## config.mk

```make
export PLATFORM = sky130hd
export DESIGN_NAME = varint_zigzag_delta_pair_decoder_flat
export DESIGN_NICKNAME = d
export VERILOG_FILES = /design/src/vzd_pkg.sv /design/src/vzd_byte_if.sv /design/src/vzd_entry_if.sv /design/src/varint_zigzag_delta_pair_decoder.sv /design/src/vzd_varint.sv /design/src/vzd_entry.sv /design/src/flat_wrapper.sv
export VERILOG_INCLUDE_DIRS = /design/src /design/src/src
export SDC_FILE = /design/constraint.sdc
export NUM_CORES = 1
export LEC_CHECK = 0
export CAP_MARGIN = 20
export CELL_PAD_IN_SITES_DETAIL_PLACEMENT = 1
export CELL_PAD_IN_SITES_GLOBAL_PLACEMENT = 2
export CORE_ASPECT_RATIO = 0.8
export CORE_MARGIN = 2
export CORE_UTILIZATION = 30
export DETAILED_ROUTE_END_ITERATION = 10
export DONT_BUFFER_PORTS = 1
export GPL_ROUTABILITY_DRIVEN = 0
export PLACE_DENSITY_LB_ADDON = 0.1
export SLEW_MARGIN = 15
export SYNTH_ARGS = -nofsm -noshare
export SYNTH_HDL_FRONTEND = slang
export SYNTH_SLANG_ARGS = --single-unit
```

## constraint.sdc

```tcl
create_clock -name clk -period 19.18 [get_ports clk]
set_clock_uncertainty 0.1 [all_clocks]
set_input_delay 1.918 -clock clk [delete_from_list [all_inputs] [get_ports clk]]
set_output_delay 1.918 -clock clk [all_outputs]
set_load 0.02 [all_outputs]
```

## src/varint_zigzag_delta_pair_decoder_macros.svh

```systemverilog
// Assertion macros used by the zigzag/delta stage (vzd_entry) of the decoder RTL
`ifndef VARINT_ZIGZAG_DELTA_PAIR_DECODER_MACROS_SVH
`define VARINT_ZIGZAG_DELTA_PAIR_DECODER_MACROS_SVH

`ifndef NO_ASSERTIONS
`define ASSERT_IMPLIES(label, clk, rst, ante, cons) \
  label: assert property (@(posedge clk) disable iff (rst) (ante) |-> (cons)) \
    else $error("assertion failed");
`define ASSERT_NEXT(label, clk, rst, ante, cons) \
  label: assert property (@(posedge clk) disable iff (rst) (ante) |=> (cons)) \
    else $error("assertion failed");
`else
`define ASSERT_IMPLIES(label, clk, rst, ante, cons)
`define ASSERT_NEXT(label, clk, rst, ante, cons)
`endif

`endif

```

## src/vzd_pkg.sv

```systemverilog
// Types, constants and helper functions of the varint pair decoder
package vzd_pkg;

  localparam int DATA_W       = 8;
  localparam int DIGIT_W      = 7;
  localparam int VARINT_W     = 64;
  localparam int ADDR_W       = 32;
  localparam int COUNT_W      = 24;
  localparam int ROW_INDEX_W  = 24;
  localparam int POS_W        = 4;
  localparam int MAX_BYTE_POS = 9;
  localparam int ERR_W        = 3;

  typedef enum logic [ERR_W-1:0] {
    ERR_NONE      = 3'd0,
    ERR_TOO_LONG  = 3'd1,
    ERR_BAD_REF   = 3'd2,
    ERR_BAD_TGT   = 3'd3,
    ERR_EARLY_END = 3'd4
  } vzd_err_t;

  typedef enum logic [2:0] {
    ST_ACTIVE  = 3'b001,
    ST_SUCCESS = 3'b010,
    ST_FAILED  = 3'b100
  } vzd_state_t;

  typedef struct packed {
    logic                more;
    logic                too_long;
    logic [VARINT_W-1:0] raw;
  } vzd_varint_t;

  typedef struct packed {
    logic              entry_valid;
    logic [ADDR_W-1:0] reference_rva;
    logic [ADDR_W-1:0] target_rva;
    logic              target_absent;
    vzd_err_t          error_code;
    logic              done_res;
  } vzd_res_t;

  function automatic logic [VARINT_W-1:0] unzig(input logic [VARINT_W-1:0] v);
    return (v >> 1) ^ {VARINT_W{v[0]}};
  endfunction

  // good address: 1 .. 2^32-1
  function automatic logic addr_ok(input logic [VARINT_W-1:0] a);
    return (a[VARINT_W-1:ADDR_W] == '0) && (a[ADDR_W-1:0] != '0);
  endfunction

endpackage

```

## src/vzd_byte_if.sv

```systemverilog
// Payload byte channel
interface vzd_byte_if import vzd_pkg::*; ();
  logic              valid;
  logic              ready;
  logic [DATA_W-1:0] data_byte;
  logic              last_byte;

  modport source (output valid, data_byte, last_byte, input ready);
  modport sink (input valid, data_byte, last_byte, output ready);
endinterface

```

## src/vzd_entry_if.sv

```systemverilog
// Decoded entry channel
interface vzd_entry_if import vzd_pkg::*; ();
  logic                   valid;
  logic                   ready;
  logic                   entry_valid;
  logic [ROW_INDEX_W-1:0] row_index;
  logic [ADDR_W-1:0]      reference_rva;
  logic [ADDR_W-1:0]      target_rva;
  logic                   target_absent;
  logic [ERR_W-1:0]       error_code;
  logic                   done_res;

  modport source (output valid, entry_valid, row_index, reference_rva, target_rva,
                  target_absent, error_code, done_res, input ready);
  modport sink (input valid, entry_valid, row_index, reference_rva, target_rva,
                target_absent, error_code, done_res, output ready);
endinterface

```

## src/varint_zigzag_delta_pair_decoder.sv

```systemverilog
// Top level of the LEB128 zigzag delta address pair decoder
// A byte taken from the byte channel is held in the byte register and decoded into the result
// register. Throughput: one payload byte per cycle while the entry channel is not stalled; the
// varint shift-or, a 64-bit decrement and add and the address range compare sit between them.
// Reset (rst, synchronous): clears entry_count, the varint accumulator, running sums,
// entry counter and finish state; decoding then restarts from the first entry.
module varint_zigzag_delta_pair_decoder import vzd_pkg::*; #(
  parameter int ROW_BITS = 24
) (
  input  logic               clk,
  input  logic               rst,
  input  logic               cfg_wr_en,
  input  logic [COUNT_W-1:0] cfg_wr_data,
  vzd_byte_if.sink           bytes,
  vzd_entry_if.source        entries
);

  logic [COUNT_W-1:0]     entry_count;
  logic                   in_valid;
  logic [DATA_W-1:0]      in_byte;
  logic                   in_last;
  logic                   out_valid;
  vzd_res_t               out_res;
  logic [ROW_INDEX_W-1:0] out_row;

  logic                   process;
  logic                   consume;
  logic                   emit;
  vzd_varint_t            info;
  vzd_res_t               res;
  logic [ROW_INDEX_W-1:0] row_index;

  assign process     = in_valid && (!out_valid || entries.ready);
  assign bytes.ready = !in_valid || process;

  always_ff @(posedge clk) begin
    if (rst) begin
      entry_count <= '0;
    end else if (cfg_wr_en) begin
      entry_count <= cfg_wr_data;
    end
  end

  always_ff @(posedge clk) begin
    if (rst) begin
      in_valid <= 1'b0;
    end else if (bytes.valid && bytes.ready) begin
      in_valid <= 1'b1;
    end else if (process) begin
      in_valid <= 1'b0;
    end
  end

  always_ff @(posedge clk) begin
    if (bytes.valid && bytes.ready) begin
      in_byte <= bytes.data_byte;
      in_last <= bytes.last_byte;
    end
  end

  vzd_varint u_varint (
    .clk       (clk),
    .rst       (rst),
    .consume   (consume),
    .data_byte (in_byte),
    .info      (info)
  );

  vzd_entry #(
    .ROW_BITS (ROW_BITS)
  ) u_entry (
    .clk         (clk),
    .rst         (rst),
    .process     (process),
    .last_byte   (in_last),
    .entry_count (entry_count),
    .info        (info),
    .consume     (consume),
    .emit        (emit),
    .res         (res),
    .row_index   (row_index)
  );

  always_ff @(posedge clk) begin
    if (rst) begin
      out_valid <= 1'b0;
    end else if (emit) begin
      out_valid <= 1'b1;
    end else if (entries.ready) begin
      out_valid <= 1'b0;
    end
  end

  always_ff @(posedge clk) begin
    if (emit) begin
      out_res <= res;
      out_row <= row_index;
    end
  end

  assign entries.valid         = out_valid;
  assign entries.entry_valid   = out_res.entry_valid;
  assign entries.row_index     = out_row;
  assign entries.reference_rva = out_res.reference_rva;
  assign entries.target_rva    = out_res.target_rva;
  assign entries.target_absent = out_res.target_absent;
  assign entries.error_code    = out_res.error_code;
  assign entries.done_res      = out_res.done_res;

endmodule

```

## src/vzd_varint.sv

```systemverilog
// LEB128 accumulator: shift-or of 7-bit digits and byte position
module vzd_varint import vzd_pkg::*; (
  input  logic              clk,
  input  logic              rst,
  input  logic              consume,
  input  logic [DATA_W-1:0] data_byte,
  output vzd_varint_t       info
);

  logic [VARINT_W-1:0] accum;
  logic [POS_W-1:0]    byte_pos;
  logic [VARINT_W-1:0] shifted;

  always_comb begin
    shifted = '0;
    for (int i = 0; i <= MAX_BYTE_POS; i++) begin
      if (byte_pos == POS_W'(i)) begin
        shifted = VARINT_W'(data_byte[DIGIT_W-1:0]) << (DIGIT_W * i);
      end
    end
  end

  assign info.raw      = accum | shifted;
  assign info.more     = data_byte[DATA_W-1];
  assign info.too_long = data_byte[DATA_W-1] && (byte_pos >= POS_W'(MAX_BYTE_POS));

  always_ff @(posedge clk) begin
    if (rst) begin
      accum    <= '0;
      byte_pos <= '0;
    end else if (consume) begin
      if (info.more) begin
        accum <= info.raw;
        if (!info.too_long) begin
          byte_pos <= byte_pos + 1'b1;
        end
      end else begin
        accum    <= '0;
        byte_pos <= '0;
      end
    end
  end

endmodule

```

## src/vzd_entry.sv

```systemverilog
// Zigzag/delta stage: running sums, range checks, entry counter, finish state
`include "varint_zigzag_delta_pair_decoder_macros.svh"

module vzd_entry import vzd_pkg::*; #(
  parameter int ROW_BITS = 24
) (
  input  logic                   clk,
  input  logic                   rst,
  input  logic                   process,
  input  logic                   last_byte,
  input  logic [COUNT_W-1:0]     entry_count,
  input  vzd_varint_t            info,
  output logic                   consume,
  output logic                   emit,
  output vzd_res_t               res,
  output logic [ROW_INDEX_W-1:0] row_index
);

  localparam int CmpW = (ROW_BITS > COUNT_W) ? ROW_BITS : COUNT_W;

  vzd_state_t          state, state_next;
  logic                second_half, second_half_next;
  logic [VARINT_W-1:0] reference_sum, reference_sum_next;
  // base_sum tracks reference_sum + slide_sum
  logic [VARINT_W-1:0] base_sum, base_sum_next;
  logic [ROW_BITS-1:0] counter, counter_next;

  logic                active;
  logic                count_reached;
  logic                inc_reached;
  logic [ROW_BITS-1:0] counter_inc;
  logic [VARINT_W-1:0] delta;
  logic [VARINT_W-1:0] ref_new;
  logic [VARINT_W-1:0] base_new;
  logic                raw_zero;

  assign active        = (state == ST_ACTIVE);
  assign count_reached = CmpW'(counter) >= CmpW'(entry_count);
  assign counter_inc   = counter + 1'b1;
  assign inc_reached   = (CmpW'(counter_inc) >= CmpW'(entry_count)) || (counter_inc == '0);
  assign consume       = process && active && !count_reached;
  assign raw_zero      = (info.raw == '0);
  assign delta         = unzig(second_half ? (info.raw - 1'b1) : info.raw);
  assign ref_new       = reference_sum + delta;
  assign base_new      = base_sum + delta;

  always_comb begin
    state_next         = state;
    second_half_next   = second_half;
    reference_sum_next = reference_sum;
    base_sum_next      = base_sum;
    counter_next       = counter;
    emit               = 1'b0;
    res                = '0;
    row_index          = '0;

    if (process && active) begin
      if (count_reached) begin
        emit         = 1'b1;
        res.done_res = 1'b1;
        state_next   = ST_SUCCESS;
      end else if (info.more) begin
        if (info.too_long) begin
          emit           = 1'b1;
          res.error_code = ERR_TOO_LONG;
        end else if (last_byte) begin
          emit           = 1'b1;
          res.error_code = ERR_EARLY_END;
        end
      end else if (!second_half) begin
        reference_sum_next = ref_new;
        base_sum_next      = base_new;
        second_half_next   = 1'b1;
        if (!addr_ok(ref_new)) begin
          emit           = 1'b1;
          res.error_code = ERR_BAD_REF;
        end else if (last_byte) begin
          emit           = 1'b1;
          res.error_code = ERR_EARLY_END;
        end
      end else if (!raw_zero && !addr_ok(base_new)) begin
        emit           = 1'b1;
        res.error_code = ERR_BAD_TGT;
      end else begin
        emit              = 1'b1;
        second_half_next  = 1'b0;
        counter_next      = counter_inc;
        res.entry_valid   = 1'b1;
        res.reference_rva = reference_sum[ADDR_W-1:0];
        res.target_absent = raw_zero;
        if (!raw_zero) begin
          base_sum_next  = base_new;
          res.target_rva = base_new[ADDR_W-1:0];
        end
        if (inc_reached) begin
          res.done_res = 1'b1;
          state_next   = ST_SUCCESS;
        end else if (last_byte) begin
          res.done_res   = 1'b1;
          res.error_code = ERR_EARLY_END;
          state_next     = ST_FAILED;
        end
      end

      // failures that carry no entry
      if (emit && !res.entry_valid && res.error_code != ERR_NONE) begin
        res.done_res = 1'b1;
        row_index    = ROW_INDEX_W'(counter);
        state_next   = ST_FAILED;
      end else if (res.entry_valid) begin
        row_index = ROW_INDEX_W'(counter);
      end
    end
  end

  always_ff @(posedge clk) begin
    if (rst) begin
      state         <= ST_ACTIVE;
      second_half   <= 1'b0;
      reference_sum <= '0;
      base_sum      <= '0;
      counter       <= '0;
    end else begin
      state         <= state_next;
      second_half   <= second_half_next;
      reference_sum <= reference_sum_next;
      base_sum      <= base_sum_next;
      counter       <= counter_next;
    end
  end

  `ASSERT_IMPLIES(a_quiet_after_finish, clk, rst, state != ST_ACTIVE, !emit && !consume)
  `ASSERT_NEXT(a_done_ends_decoding, clk, rst, emit && res.done_res, state != ST_ACTIVE)
  `ASSERT_IMPLIES(a_entry_ref_nonzero, clk, rst, emit && res.entry_valid, res.reference_rva != '0)
  `ASSERT_IMPLIES(a_entry_tgt_nonzero, clk, rst,
                  emit && res.entry_valid && !res.target_absent, res.target_rva != '0)

endmodule

```

## src/flat_wrapper.sv

```systemverilog
// flat-port wrapper written by rule: the top's interface ports become plain ports
module varint_zigzag_delta_pair_decoder_flat import vzd_pkg::*;
#(
  parameter int ROW_BITS = 24
)
  (clk, rst, cfg_wr_en, cfg_wr_data, bytes_valid, bytes_data_byte, bytes_last_byte, bytes_ready, entries_valid, entries_entry_valid, entries_row_index, entries_reference_rva, entries_target_rva, entries_target_absent, entries_error_code, entries_done_res, entries_ready);
  vzd_byte_if bytes_i ();
  vzd_entry_if entries_i ();
  input  logic clk;
  input  logic rst;
  input  logic cfg_wr_en;
  input  logic [COUNT_W-1:0] cfg_wr_data;
  input wire logic [$bits(bytes_i.valid)-1:0] bytes_valid;
  input wire logic [$bits(bytes_i.data_byte)-1:0] bytes_data_byte;
  input wire logic [$bits(bytes_i.last_byte)-1:0] bytes_last_byte;
  output wire logic [$bits(bytes_i.ready)-1:0] bytes_ready;
  output wire logic [$bits(entries_i.valid)-1:0] entries_valid;
  output wire logic [$bits(entries_i.entry_valid)-1:0] entries_entry_valid;
  output wire logic [$bits(entries_i.row_index)-1:0] entries_row_index;
  output wire logic [$bits(entries_i.reference_rva)-1:0] entries_reference_rva;
  output wire logic [$bits(entries_i.target_rva)-1:0] entries_target_rva;
  output wire logic [$bits(entries_i.target_absent)-1:0] entries_target_absent;
  output wire logic [$bits(entries_i.error_code)-1:0] entries_error_code;
  output wire logic [$bits(entries_i.done_res)-1:0] entries_done_res;
  input wire logic [$bits(entries_i.ready)-1:0] entries_ready;
  assign bytes_i.valid = bytes_valid;
  assign bytes_i.data_byte = bytes_data_byte;
  assign bytes_i.last_byte = bytes_last_byte;
  assign bytes_ready = bytes_i.ready;
  assign entries_valid = entries_i.valid;
  assign entries_entry_valid = entries_i.entry_valid;
  assign entries_row_index = entries_i.row_index;
  assign entries_reference_rva = entries_i.reference_rva;
  assign entries_target_rva = entries_i.target_rva;
  assign entries_target_absent = entries_i.target_absent;
  assign entries_error_code = entries_i.error_code;
  assign entries_done_res = entries_i.done_res;
  assign entries_i.ready = entries_ready;
  varint_zigzag_delta_pair_decoder #(.ROW_BITS(ROW_BITS)) u_core (.clk(clk), .rst(rst), .cfg_wr_en(cfg_wr_en), .cfg_wr_data(cfg_wr_data), .bytes(bytes_i), .entries(entries_i));
endmodule
```

==> results, run 1 <==
- The run finished with clean final reports.
- The initial antenna violation count is 0.
- TritonCTS built the clock tree.
- Clock latency on the worst-skew pair, taken at its later pin, is 0.62 ns.
- After synthesis, the largest family of logic cells by area is simple AND/OR/NAND/NOR gates.
- The cell area that synthesis handed to floorplanning was 0.0269 mm².
- The path with the worst hold slack has its endpoint at u_core.u_entry.reference_sum[60].
- The I/O pin count is 134.
- The final max-slew violation count was 0.
- The via count of the first global-routing pass is 25300.
- For this run, the register share of the synthesized area comes to 0.301.
- The mux contribution to synthesized area is 0.0371.
- The worst register-to-register path has a depth of 29.
- The cell occurring most often along the worst timing path is sky130_fd_sc_hd__and2_1.
- The buffer count from post-CTS setup fixing is 0.
- In this run, post-CTS repair resized a total of 0 instances.
- In the routed layout, each cell is associated on average with a via count of roughly 5.7.
- STA classifies the critical path endpoint as a flip-flop.
- The cell depth of the worst hold path is 2.
- The leakage dissipation is 11.5 nW.
- The type of the tightest min-delay check is flip-flop to flip-flop.
- The critical path is of the flip-flop to flip-flop type.
- Routed signal wires occupy layers up through met4.
- The required time of the critical path is 19.31 ns.
- The count of port buffers added during placement is 0.
- The register bit total from synthesis is around 350.
- The share of the synthesized area in compound gates (AO/OA/AOI/OAI) came to 0.215.
- The worst setup path is launched from a flip-flop.
- Summed over all nets, the switching power comes to 0.00100 W.
- In this run the remaining antenna-violating nets after routing total 0.
- Of the total power, the share spent switching nets is 0.395.
- The first global-routing pass estimated 171000 µm of wire.
- The tool flagged a number of max-cap violations equal to 0.
- The worst hold path begins at u_core.u_entry.reference_sum[60].
- After clock tree synthesis, the flow added hold-fix buffers numbering 0.
- Averaged over all synthesized cells, the footprint is roughly 8.0 µm².
- The first detailed-routing pass ran for 6 iterations.
- Synthesis produced a netlist with a net count of 3594.
- At the worst endpoint, the arrival time is 11.40 ns.
- Of the total synthesized cell area, the portion taken by full adders, half adders and majority gates is 0.0860.
- Summing all non-filler instances in the final layout gives an area of 0.0293 mm².
- The first routing iteration left 1764 violations.
- After detailed placement, the total cell area comes to 0.0279 mm².
- The slowest cell on the critical path is sky130_fd_sc_hd__a21boi_1.
- The number of buffers added by the clock tree synthesis step is 45.
- The non-filler instance count after layout is 4482.
- The standard cell core area is 0.0891 mm².
- For this run, design rule violations remaining after detail routing come to 0.
- The post-synthesis cell type with the largest combined area is sky130_fd_sc_hd__dfxtp_1.
- The distinct cell type count of the synthesized netlist is 113.
- The library cell used as clock root buffer is sky130_fd_sc_hd__clkbuf_16.
- The count of final setup violators is 0.
- The half-perimeter wire length after placement is roughly 90000 µm.
- The initial cell density of the core is 0.302.
- The synthesized-area fraction occupied by xor and xnor cells is 0.0815.
- The floorplan step set the die width to 339 µm.
- Dividing total power by cell area gives a power density of 86.6 mW/mm².
- Setup repair after global routing left no endpoint under its margin.
- Of all nets on the critical path, the largest fanout is 59.
- The yosys synthesis warning count is 0.
- By instance count, the leading cell after synthesis is sky130_fd_sc_hd__nor2_1.
- The repair_antennas step left the layout with diodes totalling 0.
- The area added between synthesis and finish is 8.78%.
- The vertical die dimension is 272 µm.
- The worst-case IR drop observed on VDD is 0.0611 mV.
- In this run the number of H-tree levels came out at 2.
- The commonest cells after synthesis are 414 x sky130_fd_sc_hd__nor2_1, 385 x sky130_fd_sc_hd__a21oi_1, 309 x sky130_fd_sc_hd__nand2_1.
- The hold violation count in the final report is 0.
- The number of instances in the synthesized netlist is 3372.
- In the synthesized netlist the async set-or-reset flop fraction comes to 0.
- For this run, the total global-route usage over all layers was measured as 0.241.
- Detailed routing placed a total of 46900 µm of wire on met2.
- Detailed routing placed a total of 4880 µm of wire on met3.
- The synthesized-area fraction occupied by and/or/nand/nor cells is 0.237.
- The clock sink count is 353.
- The number of core rows is between 90 and 100.
- After clock tree synthesis, the clock-pin slew on the worst setup and hold paths is around 0.060 ns.
- The layout cell share with drive strength beyond 1 is 0.0539.
- The endpoint identified for the worst register-to-register timing path is u_core.entries.reference_rva[22].
- The worst max-slew margin expressed relative to the limit is 0.273.
- After detailed routing, the wire length on met1 is 59200 µm.
- By area the synthesized netlist is led by sky130_fd_sc_hd__dfxtp_1 19%, sky130_fd_sc_hd__edfxtp_1 11%, sky130_fd_sc_hd__ha_1 8.5%, sky130_fd_sc_hd__a21oi_1 7.2%, sky130_fd_sc_hd__nor2_1 5.8%.
- The final-stage net count is 3470.
- The area of the die is 0.0922 mm².
- The share of power burned in registers is 0.326.
- The highest cell delay on the worst timing path is approximately 0.7 ns.
- The remaining global-route overflow is 0.
- For the final routed database, the setup TNS stands at 0 ns.
- The clock passes through at most 3 buffers.
- Derived from the worst setup path, the maximum achievable clock frequency is 88.8 MHz.
- The count of flip-flops with a built-in enable after synthesis is between 100 and 150.
- The reg-to-reg critical path startpoint is u_core.u_varint.byte_pos[1].
- In the synthesized netlist the dominant register cell turns out to be sky130_fd_sc_hd__dfxtp_1.
- The worst register-to-register path has a setup slack of 7.92 ns.
- After detailed placement, the design holds a cell count of 4400.
- Of the total power, combinational logic draws 0.339.
- The worst path in the final design needs a cycle of ~11 ns, including I/O delays and setup.
- The post-detailed-route wirelength per cell is 25.3 µm.
- Entering global routing, the biggest net connects 187 pins.
- The total power consumption of the routed design is 0.00254 W.
- Of the total power, the clock network draws 0.335.
- Detailed routing inserted a total of about 25000 vias.
- The area share of the leading cell type in the synthesized netlist is 0.186.
- The internal portion of the total power is roughly 0.0015 W.
- The slew of the pin with the lowest slew margin is 1.08 ns.
- The post-route clock period utilization is 0.587.
- The routed design has around 110000 µm of wire.
cell families after synthesis:
| logic type | count (synthesis) |
|---|---|
| AO/OA/AOI/OAI | 904 |
| XOR/XNOR | 249 |
| adder cells (fa/ha/maj) | 184 |
| buffers and inverters | 282 |
| flip-flops | 353 |
| multiplexers | 99 |
| AND/OR/NAND/NOR | 1301 |
power by group through the flow:
stage | registers, W | logic [W] | clock network (W)
finish | 0.000827 | 0.000861 | 0.000851
global route | 0.000830 | 0.000937 | 0.000908
CTS | 0.000828 | 0.000857 | 0.000877
detailed placement | 0.000844 | 0.000852 | 0
global placement | 0.000843 | 0.000844 | 0
floorplan | 0.000836 | 0.000587 | 0
flip-flops by register name, summed over array words and instances, names as in the netlist:
signal,cells
u_core.entries.done_res,1
u_core.entries.entry_valid,1
u_core.entries.error_code,3
u_core.entries.reference_rva,32
u_core.entries.row_index,24
u_core.entries.target_absent,1
u_core.entries.target_rva,32
u_core.entries.valid,1
u_core.entry_count,24
u_core.in_byte,8
u_core.in_last,1
u_core.in_valid,1
u_core.u_entry.base_sum,64
u_core.u_entry.counter,24
u_core.u_entry.reference_sum,64
u_core.u_entry.second_half,1
u_core.u_entry.state,3
u_core.u_varint.accum,64
u_core.u_varint.byte_pos,4
metrics by stage:
| stage | setup slack [ns] | utilization | hold WS, ns |
|---|---|---|---|
| 5_1_grt | 7.36 | 0.329 | 0.385 |
| 3_3_place_gp | 8.55 | 0.313 | 0.344 |
| 2_1_floorplan | 5.58 | - | 0.327 |
| 4_1_cts | 8.18 | 0.329 | 0.362 |
| 3_5_place_dp | 8.23 | 0.313 | 0.355 |
| 6_report | 7.92 | 0.329 | 0.357 |
final cells by class:
class,count,area [µm²]
Inverter,83,312
Fill cell,10600,59800
Clock buffer,58,1230
Multi-Input combinational cell,2737,17800
Timing Repair Buffer,28,205
Clock inverter,23,190
Sequential cell,353,8100
Tap cell,1200,1500
cells in the final DEF (no fill, tap or decap), types with 15 or more instances in the layout:
master	n
sky130_fd_sc_hd__nor2b_1	36
sky130_fd_sc_hd__xor2_1	95
sky130_fd_sc_hd__inv_1	82
sky130_fd_sc_hd__a21o_1	75
sky130_fd_sc_hd__and3_1	63
sky130_fd_sc_hd__nor2_1	412
sky130_fd_sc_hd__buf_4	26
sky130_fd_sc_hd__o21a_1	24
sky130_fd_sc_hd__nor3_1	70
sky130_fd_sc_hd__nand2_1	308
sky130_fd_sc_hd__nand4_1	90
sky130_fd_sc_hd__a211oi_1	37
sky130_fd_sc_hd__a2111oi_0	15
sky130_fd_sc_hd__clkbuf_16	46
sky130_fd_sc_hd__a31oi_1	24
sky130_fd_sc_hd__o21bai_1	23
sky130_fd_sc_hd__mux2i_1	93
sky130_fd_sc_hd__o21ai_0	110
sky130_fd_sc_hd__or3_1	29
sky130_fd_sc_hd__edfxtp_1	103
sky130_fd_sc_hd__o21ai_1	33
sky130_fd_sc_hd__xnor2_1	152
sky130_fd_sc_hd__o211ai_1	22
sky130_fd_sc_hd__nand3_1	59
sky130_fd_sc_hd__dfxtp_1	249
sky130_fd_sc_hd__ha_1	182
sky130_fd_sc_hd__a21oi_1	385
sky130_fd_sc_hd__and2_1	88
sky130_fd_sc_hd__nor4_1	35
sky130_fd_sc_hd__nand2b_1	24
critical path: cells and delay by family, from the launching register on:
kind / cells / cell delay [ns]
adders and majority gates: 3 / 1.02
xor gates and xnor gates: 1 / 0.68
and+or+nand+nor: 13 / 4.28
buffers and inverters: 3 / 1.30
DFF: 1 / 0.35
AOI/OAI and AO/OA: 9 / 3.01
worst max-delay path by stage:
stage | depth (start not counted) | from | to | slack, ns
detailed placement | 29 | u_core.u_varint.byte_pos[1] | u_core.entries.target_rva[28] | 8.23
global route | 29 | u_core.u_varint.byte_pos[1] | u_core.entries.target_rva[28] | 7.36
CTS | 29 | u_core.u_varint.byte_pos[1] | u_core.entries.target_rva[31] | 8.18
global placement | 29 | u_core.u_varint.byte_pos[1] | u_core.entries.target_rva[28] | 8.55
finish | 29 | u_core.u_varint.byte_pos[1] | u_core.entries.reference_rva[22] | 7.92
floorplan | 31 | u_core.u_varint.byte_pos[0] | u_core.entries.done_res | 5.58
metal layers:
metal	up-vias	GRT usage
met3	106	0.0216
li1	12000	-
met2	588	0.357
met5	-	0
met1	12700	0.372
met4	0	0.0566
No activity file was read; power rests on OpenSTA's default activity.
==> run 2, diff against run 1 <==
- clock period: 19.18 -> 11.15 ns (I/O delays scaled with it)
==> run 2 against run 1 <==
  * Die area unchanged
  * Hold slack worse by 0.00069 ns
  * Critical path type unchanged
  * Critical endpoint is now u_core.entries.target_rva[23]
  * Routed wire length grew 1.2%
  * Design area grew 0.76%
  * Flip-flop and latch count is the same
==> results, run 2 (synthesis results as in run 1) <==
- The slew of the pin with the lowest slew margin is 1.06 ns (-0.0202 ns).
- Leaving out fill and tap cells, the most frequent cell in the layout is sky130_fd_sc_hd__nor2_1.
- Clock tree synthesis selected as its root buffer the cell sky130_fd_sc_hd__clkbuf_16.
- The remaining antenna violation count after routing was 0 (unchanged).
- The final cell area excluding filler cells came to 0.0295 mm² (+0.76%).
- Compared with the post-synthesis result, the final layout area differs by 9.61%.
- TritonCTS built the clock tree.
- The die outline width came to 339 µm (unchanged).
- The DRC violation count after routing was 0 (unchanged).
- The slowest cell on the critical path is sky130_fd_sc_hd__nor4b_1.
- The category of the critical setup timing path is flip-flop to flip-flop.
- The clock latency of the later-clocked register in the worst-skew pair is 0.63 ns (about the same).
- The final max-slew violation count is 0 (unchanged).
- The maximum number of pins on one net before global-route repair is 187 (unchanged).
- The critical hold path startpoint is u_core.u_entry.state[1].
- The final-stage net count came to 3481 (+0.32%).
- The number of filler instances in the final layout is 10600 (+0.51%).
- The layout cell share with drive strength beyond 1 came to 0.0567 (+0.00279).
- The type of origin of the critical path is a flip-flop.
- The number of inserted diodes came to 0 (unchanged).
- The type of the tightest min-delay check is flip-flop to flip-flop.
- The routed metal-1 wire length was 59400 µm (+0.30%).
- The clock sink count is 353 (unchanged).
- The origin of the worst setup path is u_core.u_varint.byte_pos[1].
- The leakage dissipation was 11.6 nW (+0.78%).
- The reg-to-reg critical path startpoint is u_core.u_varint.byte_pos[1].
- The maximum fanout count along the critical path was 95 (+61%).
- The worst max-slew margin expressed relative to the limit is 0.286 (+0.0131).
- The number of H-tree branching levels came to 2 (unchanged).
- The detailed route wirelength on metal2 was 47800 µm (+2.0%).
- The per-cell via count in the routed design was 5.66 (+0.16%).
- The required time of the critical path is 11.28 ns (-8.03 ns).
- The number of buffers added by the clock tree synthesis step is 47 (+4.4%).
- The initial antenna violation count came to 0 (unchanged).
- The I/O pin count is 134 (unchanged).
- The number of core rows came to 98 (unchanged).
- The power per standard cell area is 152 mW/mm² (+75%).
- The half-perimeter wire length after placement is 91100 µm (+1.0%).
- The total number of vias is 25500 (+0.50%).
- The buffer count from post-CTS setup fixing is 0 (unchanged).
- The standard cell core area is 0.0891 mm² (unchanged).
- The hold violation count in the final report is 0 (unchanged).
- The total negative slack was 0 ns (unchanged).
- The uppermost signal routing layer after detailed routing is met4.
- The library cells used most frequently in the layout, excluding fill and tap cells, are 412 x sky130_fd_sc_hd__nor2_1, 385 x sky130_fd_sc_hd__a21oi_1, 308 x sky130_fd_sc_hd__nand2_1.
- The peak supply drop is 0.119 mV (+95%).
- The minimum period implied by the final worst setup slack is 10.53 ns (-0.731 ns).
- The highest cell delay on the worst timing path is 0.67 ns (-0.05 ns).
- The area of the die is 0.0922 mm² (unchanged).
- The via count of the first global-routing pass is 25400 (+0.40%).
- The clock edge transition at the registers on the reported setup and hold paths is 0.06 ns (about the same).
- The remaining global-route overflow is 0 (unchanged).
- The vertical die dimension came to 272 µm (unchanged).
- The count of final setup violators came to 0 (unchanged).
- The total iterations of the first detailed-routing run was 5 (-1).
- The final wirelength came to 115000 µm (+1.2%).
- Setup repair after global routing left no endpoint under its margin.
- The nature of the critical path endpoint is a flip-flop.
- The final hold slack was 0.357 ns (-0.000686 ns).
- The buffer levels on the longest clock path is 3 (unchanged).
- The post-detailed-route wirelength per cell is 25.5 µm (+0.87%).
- The worst slack at placement is 0.779 ns (-7.45 ns).
- The largest registers in the layout are u_core.u_entry.base_sum x64, u_core.u_entry.reference_sum x64, u_core.u_varint.accum x64.
- The initial cell density of the core is 0.302 (unchanged).
- The DRC violation total after the first TritonRoute iteration is 1960 (+11%).
- The run finished with clean final reports.
- The final setup slack of the worst path is 0.617 ns (-7.30 ns).
- The area of placed instances is 0.0280 mm² (+0.30%).
- The post-route clock period utilization came to 0.945 (+0.357).
- The wire length of the first global-routing pass is 171000 µm (+0.57%).
- The endpoint arrival time on the critical path is 10.66 ns (-0.74 ns).
- The max capacitance violation total is 0 (unchanged).
- The global-route usage over all layers is 0.243 (+0.00185).
- The achievable clock frequency was 94.9 MHz (+6.9%).
- The detailed-routed wire length on met3 is 5330 µm (+9.2%).
- The count of port buffers added during placement came to 0 (unchanged).
==> run 2: cell type report <==
class | instances | area, µm² | share of cell area
multi-input cells | 2737 | 17800 | 0.602
clock inverters | 31 | 335 | 0.0114
clock buffers | 56 | 1220 | 0.0413
well taps | 1200 | 1500 | 0.0508
inverters | 83 | 312 | 0.0105
repair buffers | 37 | 287 | 0.00970
flip-flops and latches | 353 | 8100 | 0.274
==> run 2: path summary, 6_finish.rpt <==
| path | slack, ns | end | cells past startpoint |
|---|---|---|---|
| max reg2reg | 0.62 | u_core.entries.target_rva[23] | 30 |
| min reg2reg | 0.36 | u_core.u_entry.state[1] | 2 |
| max | 0.62 | u_core.entries.target_rva[23] | 30 |
| min | 0.36 | u_core.u_entry.state[1] | 2 |
==> run 2: timing repair <==
item	4_1_cts	5_1_grt
resized for setup	0	1
hold buffers	0	0
setup endpoints to repair	0	15
==> run 2: where the power goes <==
group          internal [W]  switching [W]  leakage, nW
clock              0.000903       0.000674        0.745
combinational      0.000466        0.00102         7.76
sequential          0.00137      0.0000531         3.05
==> run 2: worst max-delay path: cells and delay by family, from the launching register on <==
family / cells / cell delay (ns)
simple gates: 16 / 5.03
compound gates: 7 / 2.65
fa+ha+maj: 2 / 0.89
xor+xnor: 2 / 0.49
buf+inv: 3 / 0.40
flops: 1 / 0.35
==> run 2: stage by stage <==
step           cells  utilization  power, W
6_report        4497        0.331   0.00449
5_1_grt         4497        0.331   0.00473
4_1_cts         4497        0.331   0.00453
3_5_place_dp    4410        0.314   0.00292
3_3_place_gp    4409        0.314   0.00290
2_1_floorplan   3372            -   0.00244
==> run 2: layer usage <==
layer | global-route usage | up-vias
li1 | - | 12000
met1 | 0.371 | 12800
met2 | 0.363 | 607
met3 | 0.0285 | 118
met4 | 0.0505 | 0
met5 | 0 | -
==> run 3, diff against run 2 <==
- REMOVE_ABC_BUFFERS: not set -> 1
==> run 3 against run 2 <==
  * Final cell count is 0.24% lower
  * Setup slack better by 0.38 ns
  * Clock power about the same
  * Critical path depth down 1
  * Die area did not move
  * Combinational power about the same
  * Fmax increased by 3.7%
  * Highest routed layer unchanged
==> results, run 3 (synthesis results as in run 1) <==
- The total number of vias is 25400 (-0.45%).
- TritonCTS built the clock tree.
- The buffer levels on the longest clock path is 3 (unchanged).
- The initial cell density of the core is 0.302 (unchanged).
- The number of buffers added by the clock tree synthesis step is 45 (-4.3%).
- The clock edge transition at the registers on the reported setup and hold paths came to 0.06 ns (about the same).
- The final max-slew violation count is 0 (unchanged).
- The final wirelength was 114000 µm (-0.72%).
- The clock latency of the later-clocked register in the worst-skew pair came to 0.61 ns (-0.02 ns).
- The total iterations of the first detailed-routing run is 5 (unchanged).
- The post-detailed-route wirelength per cell was 25.4 µm (-0.48%).
- The clock sink count is 353 (unchanged).
- The worst setup path is launched from a flip-flop.
- The area of the die is 0.0922 mm² (unchanged).
- The quantity of gates resized following cts is 0 (unchanged).
- The peak supply drop came to 0.0911 mV (-23%).
- The library cell used as clock root buffer is sky130_fd_sc_hd__clkbuf_16.
- STA classifies the critical path endpoint as a flip-flop.
- The worst max-slew margin expressed relative to the limit is 0.290 (+0.00386).
- The post-cts hold buffer count is 0 (unchanged).
- The fraction of the core area covered by cells at the end of the flow is 0.331 (-0.000435).
- Leaving out fill and tap cells, the most frequent cell in the layout is sky130_fd_sc_hd__nor2_1.
- The final-stage net count is 3470 (-0.32%).
- The maximum number of pins on one net before global-route repair was 187 (unchanged).
- The count of final setup violators is 0 (unchanged).
- The remaining global-route overflow is 0 (unchanged).
- The number of placed cells counting well taps is 4401 (-0.20%).
- The total power consumption of the routed design is 0.00452 W (+0.66%).
- The non-filler instance count after layout is 4486 (-0.24%).
- The vertical die dimension came to 272 µm (unchanged).
- The slowest stage of the critical path belongs to the cell sky130_fd_sc_hd__a2111oi_0.
- The category of the critical setup timing path is flip-flop to flip-flop.
- The number of core rows is 98 (unchanged).
- The I/O pin count is 134 (unchanged).
- The leakage dissipation is 11.5 nW (-0.22%).
- The global-route usage over all layers came to 0.240 (-0.00319).
- The max capacitance violation total was 0 (unchanged).
- The final cell area excluding filler cells is 0.0295 mm² (-0.13%).
- The layout cell share with drive strength beyond 1 is 0.0524 (-0.00436).
- The count of port buffers added during placement is 0 (unchanged).
- In this run the worst hold path is classified as flip-flop to flip-flop.
- The slew of the pin with the lowest slew margin was 1.06 ns (-0.00626 ns).
- The power per standard cell area is 153 mW/mm² (+0.79%).
- The area added between synthesis and finish is 9.46%.
- The maximum fanout count along the critical path is 24 (-75%).
- The total negative slack is 0 ns (unchanged).
- The initial antenna violation count is 8 (+8).
- The largest registers in the layout are u_core.u_entry.base_sum x64, u_core.u_entry.reference_sum x64, u_core.u_varint.accum x64.
- The via count of the first global-routing pass is 25400 (+0.16%).
- The run finished with clean final reports.
- The post-route clock period utilization is 0.911 (-0.0338).
- The required time of the critical path came to 11.50 ns (+0.22 ns).
- The area of placed instances was 0.0279 mm² (-0.12%).
- The DRC violation total after the first TritonRoute iteration is 1671 (-15%).
- The half-perimeter wire length after placement is 90500 µm (-0.65%).
- The endpoint arrival time on the critical path was 10.51 ns (-0.15 ns).
- The die outline width is 339 µm (unchanged).
- The per-cell via count in the routed design is 5.65 (-0.20%).
- Setup repair after global routing left no endpoint under its margin.
- The achievable clock frequency is 98.5 MHz (+3.7%).
- In the layout the commonest cells are 413 x sky130_fd_sc_hd__nor2_1, 385 x sky130_fd_sc_hd__a21oi_1, 308 x sky130_fd_sc_hd__nand2_1.
- The wire length of the first global-routing pass is 169000 µm (-1.3%).
- The number of H-tree branching levels is 2 (unchanged).
- The remaining antenna violation count after routing is 0 (unchanged).
- The buffer count from post-CTS setup fixing was 0 (unchanged).
- The minimum period implied by the final worst setup slack is 10.16 ns (-0.377 ns).
- The hold violation count in the final report is 0 (unchanged).
- The standard cell core area is 0.0891 mm² (unchanged).
- The DRC violation count after routing is 0 (unchanged).
- The highest cell delay on the worst timing path is 0.87 ns (+0.20 ns).
-- run 3: changes by cell type in the layout (fill, tap and decap cells not counted), sizes merged --
| cell | change |
|---|---|
| buf | -9 |
| bufinv | +3 |
| clkbuf | +2 |
| clkinv | -6 |
| clkinvlp | -2 |
| diode | +1 |
-- run 3: path summary, 6_finish.rpt --
| path | startpoint | to | slack [ns] | depth (start not counted) |
|---|---|---|---|---|
| worst max-delay path | u_core.u_varint.byte_pos[1] | u_core.entries.reference_rva[21] | 0.99 | 29 |
| worst min-delay path | u_core.u_entry.state[0] | u_core.u_entry.state[0] | 0.36 | 1 |
| worst max register to register | u_core.u_varint.byte_pos[1] | u_core.entries.reference_rva[21] | 0.99 | 29 |
| worst min register to register | u_core.u_entry.state[0] | u_core.u_entry.state[0] | 0.36 | 1 |
-- run 3: final cells by class --
cell class / instances / area (µm²)
antenna: 1 / 2.50
tap: 1200 / 1500
inverter: 83 / 312
sequential: 353 / 8100
fill: 10600 / 59600
clock buffer: 58 / 1190
timing repair buffer: 28 / 260
multi-input combinational: 2737 / 17800
clock inverter: 26 / 365
-- run 3: power breakdown --
part           total, W  internal [W]  switching (W)  leakage [nW]
logic           0.00152      0.000467        0.00105          7.73
clock network   0.00157      0.000945       0.000630         0.748
registers       0.00142       0.00137      0.0000538          3.05
total           0.00452       0.00278        0.00174          11.5
-- run 3: through the flow --
step	hold slack, ns	worst slack, ns
after global routing	0.388	0.455
after detailed placement	0.352	1.14
after CTS	0.366	1.10
final	0.361	0.994
after global placement	0.339	1.34
after floorplan	0.326	-5.66
-- run 3: critical path: cells and delay by family (launching register included) --
family | cells | cell delay [ns]
XOR/XNOR | 2 | 0.83
AO/OA/AOI/OAI | 6 | 2.65
adder cells (fa/ha/maj) | 2 | 0.73
flip-flops | 1 | 0.35
AND/OR/NAND/NOR | 17 | 4.97
buffers and inverters | 2 | 0.36
-- run 3: layer usage --
layer	part of all wire	vias up	GRT usage
met5	0	-	0
met4	0.018	0	0.0483
met3	0.045	110	0.0304
met2	0.43	613	0.369
met1	0.51	12700	0.356
li1	-	12000	-
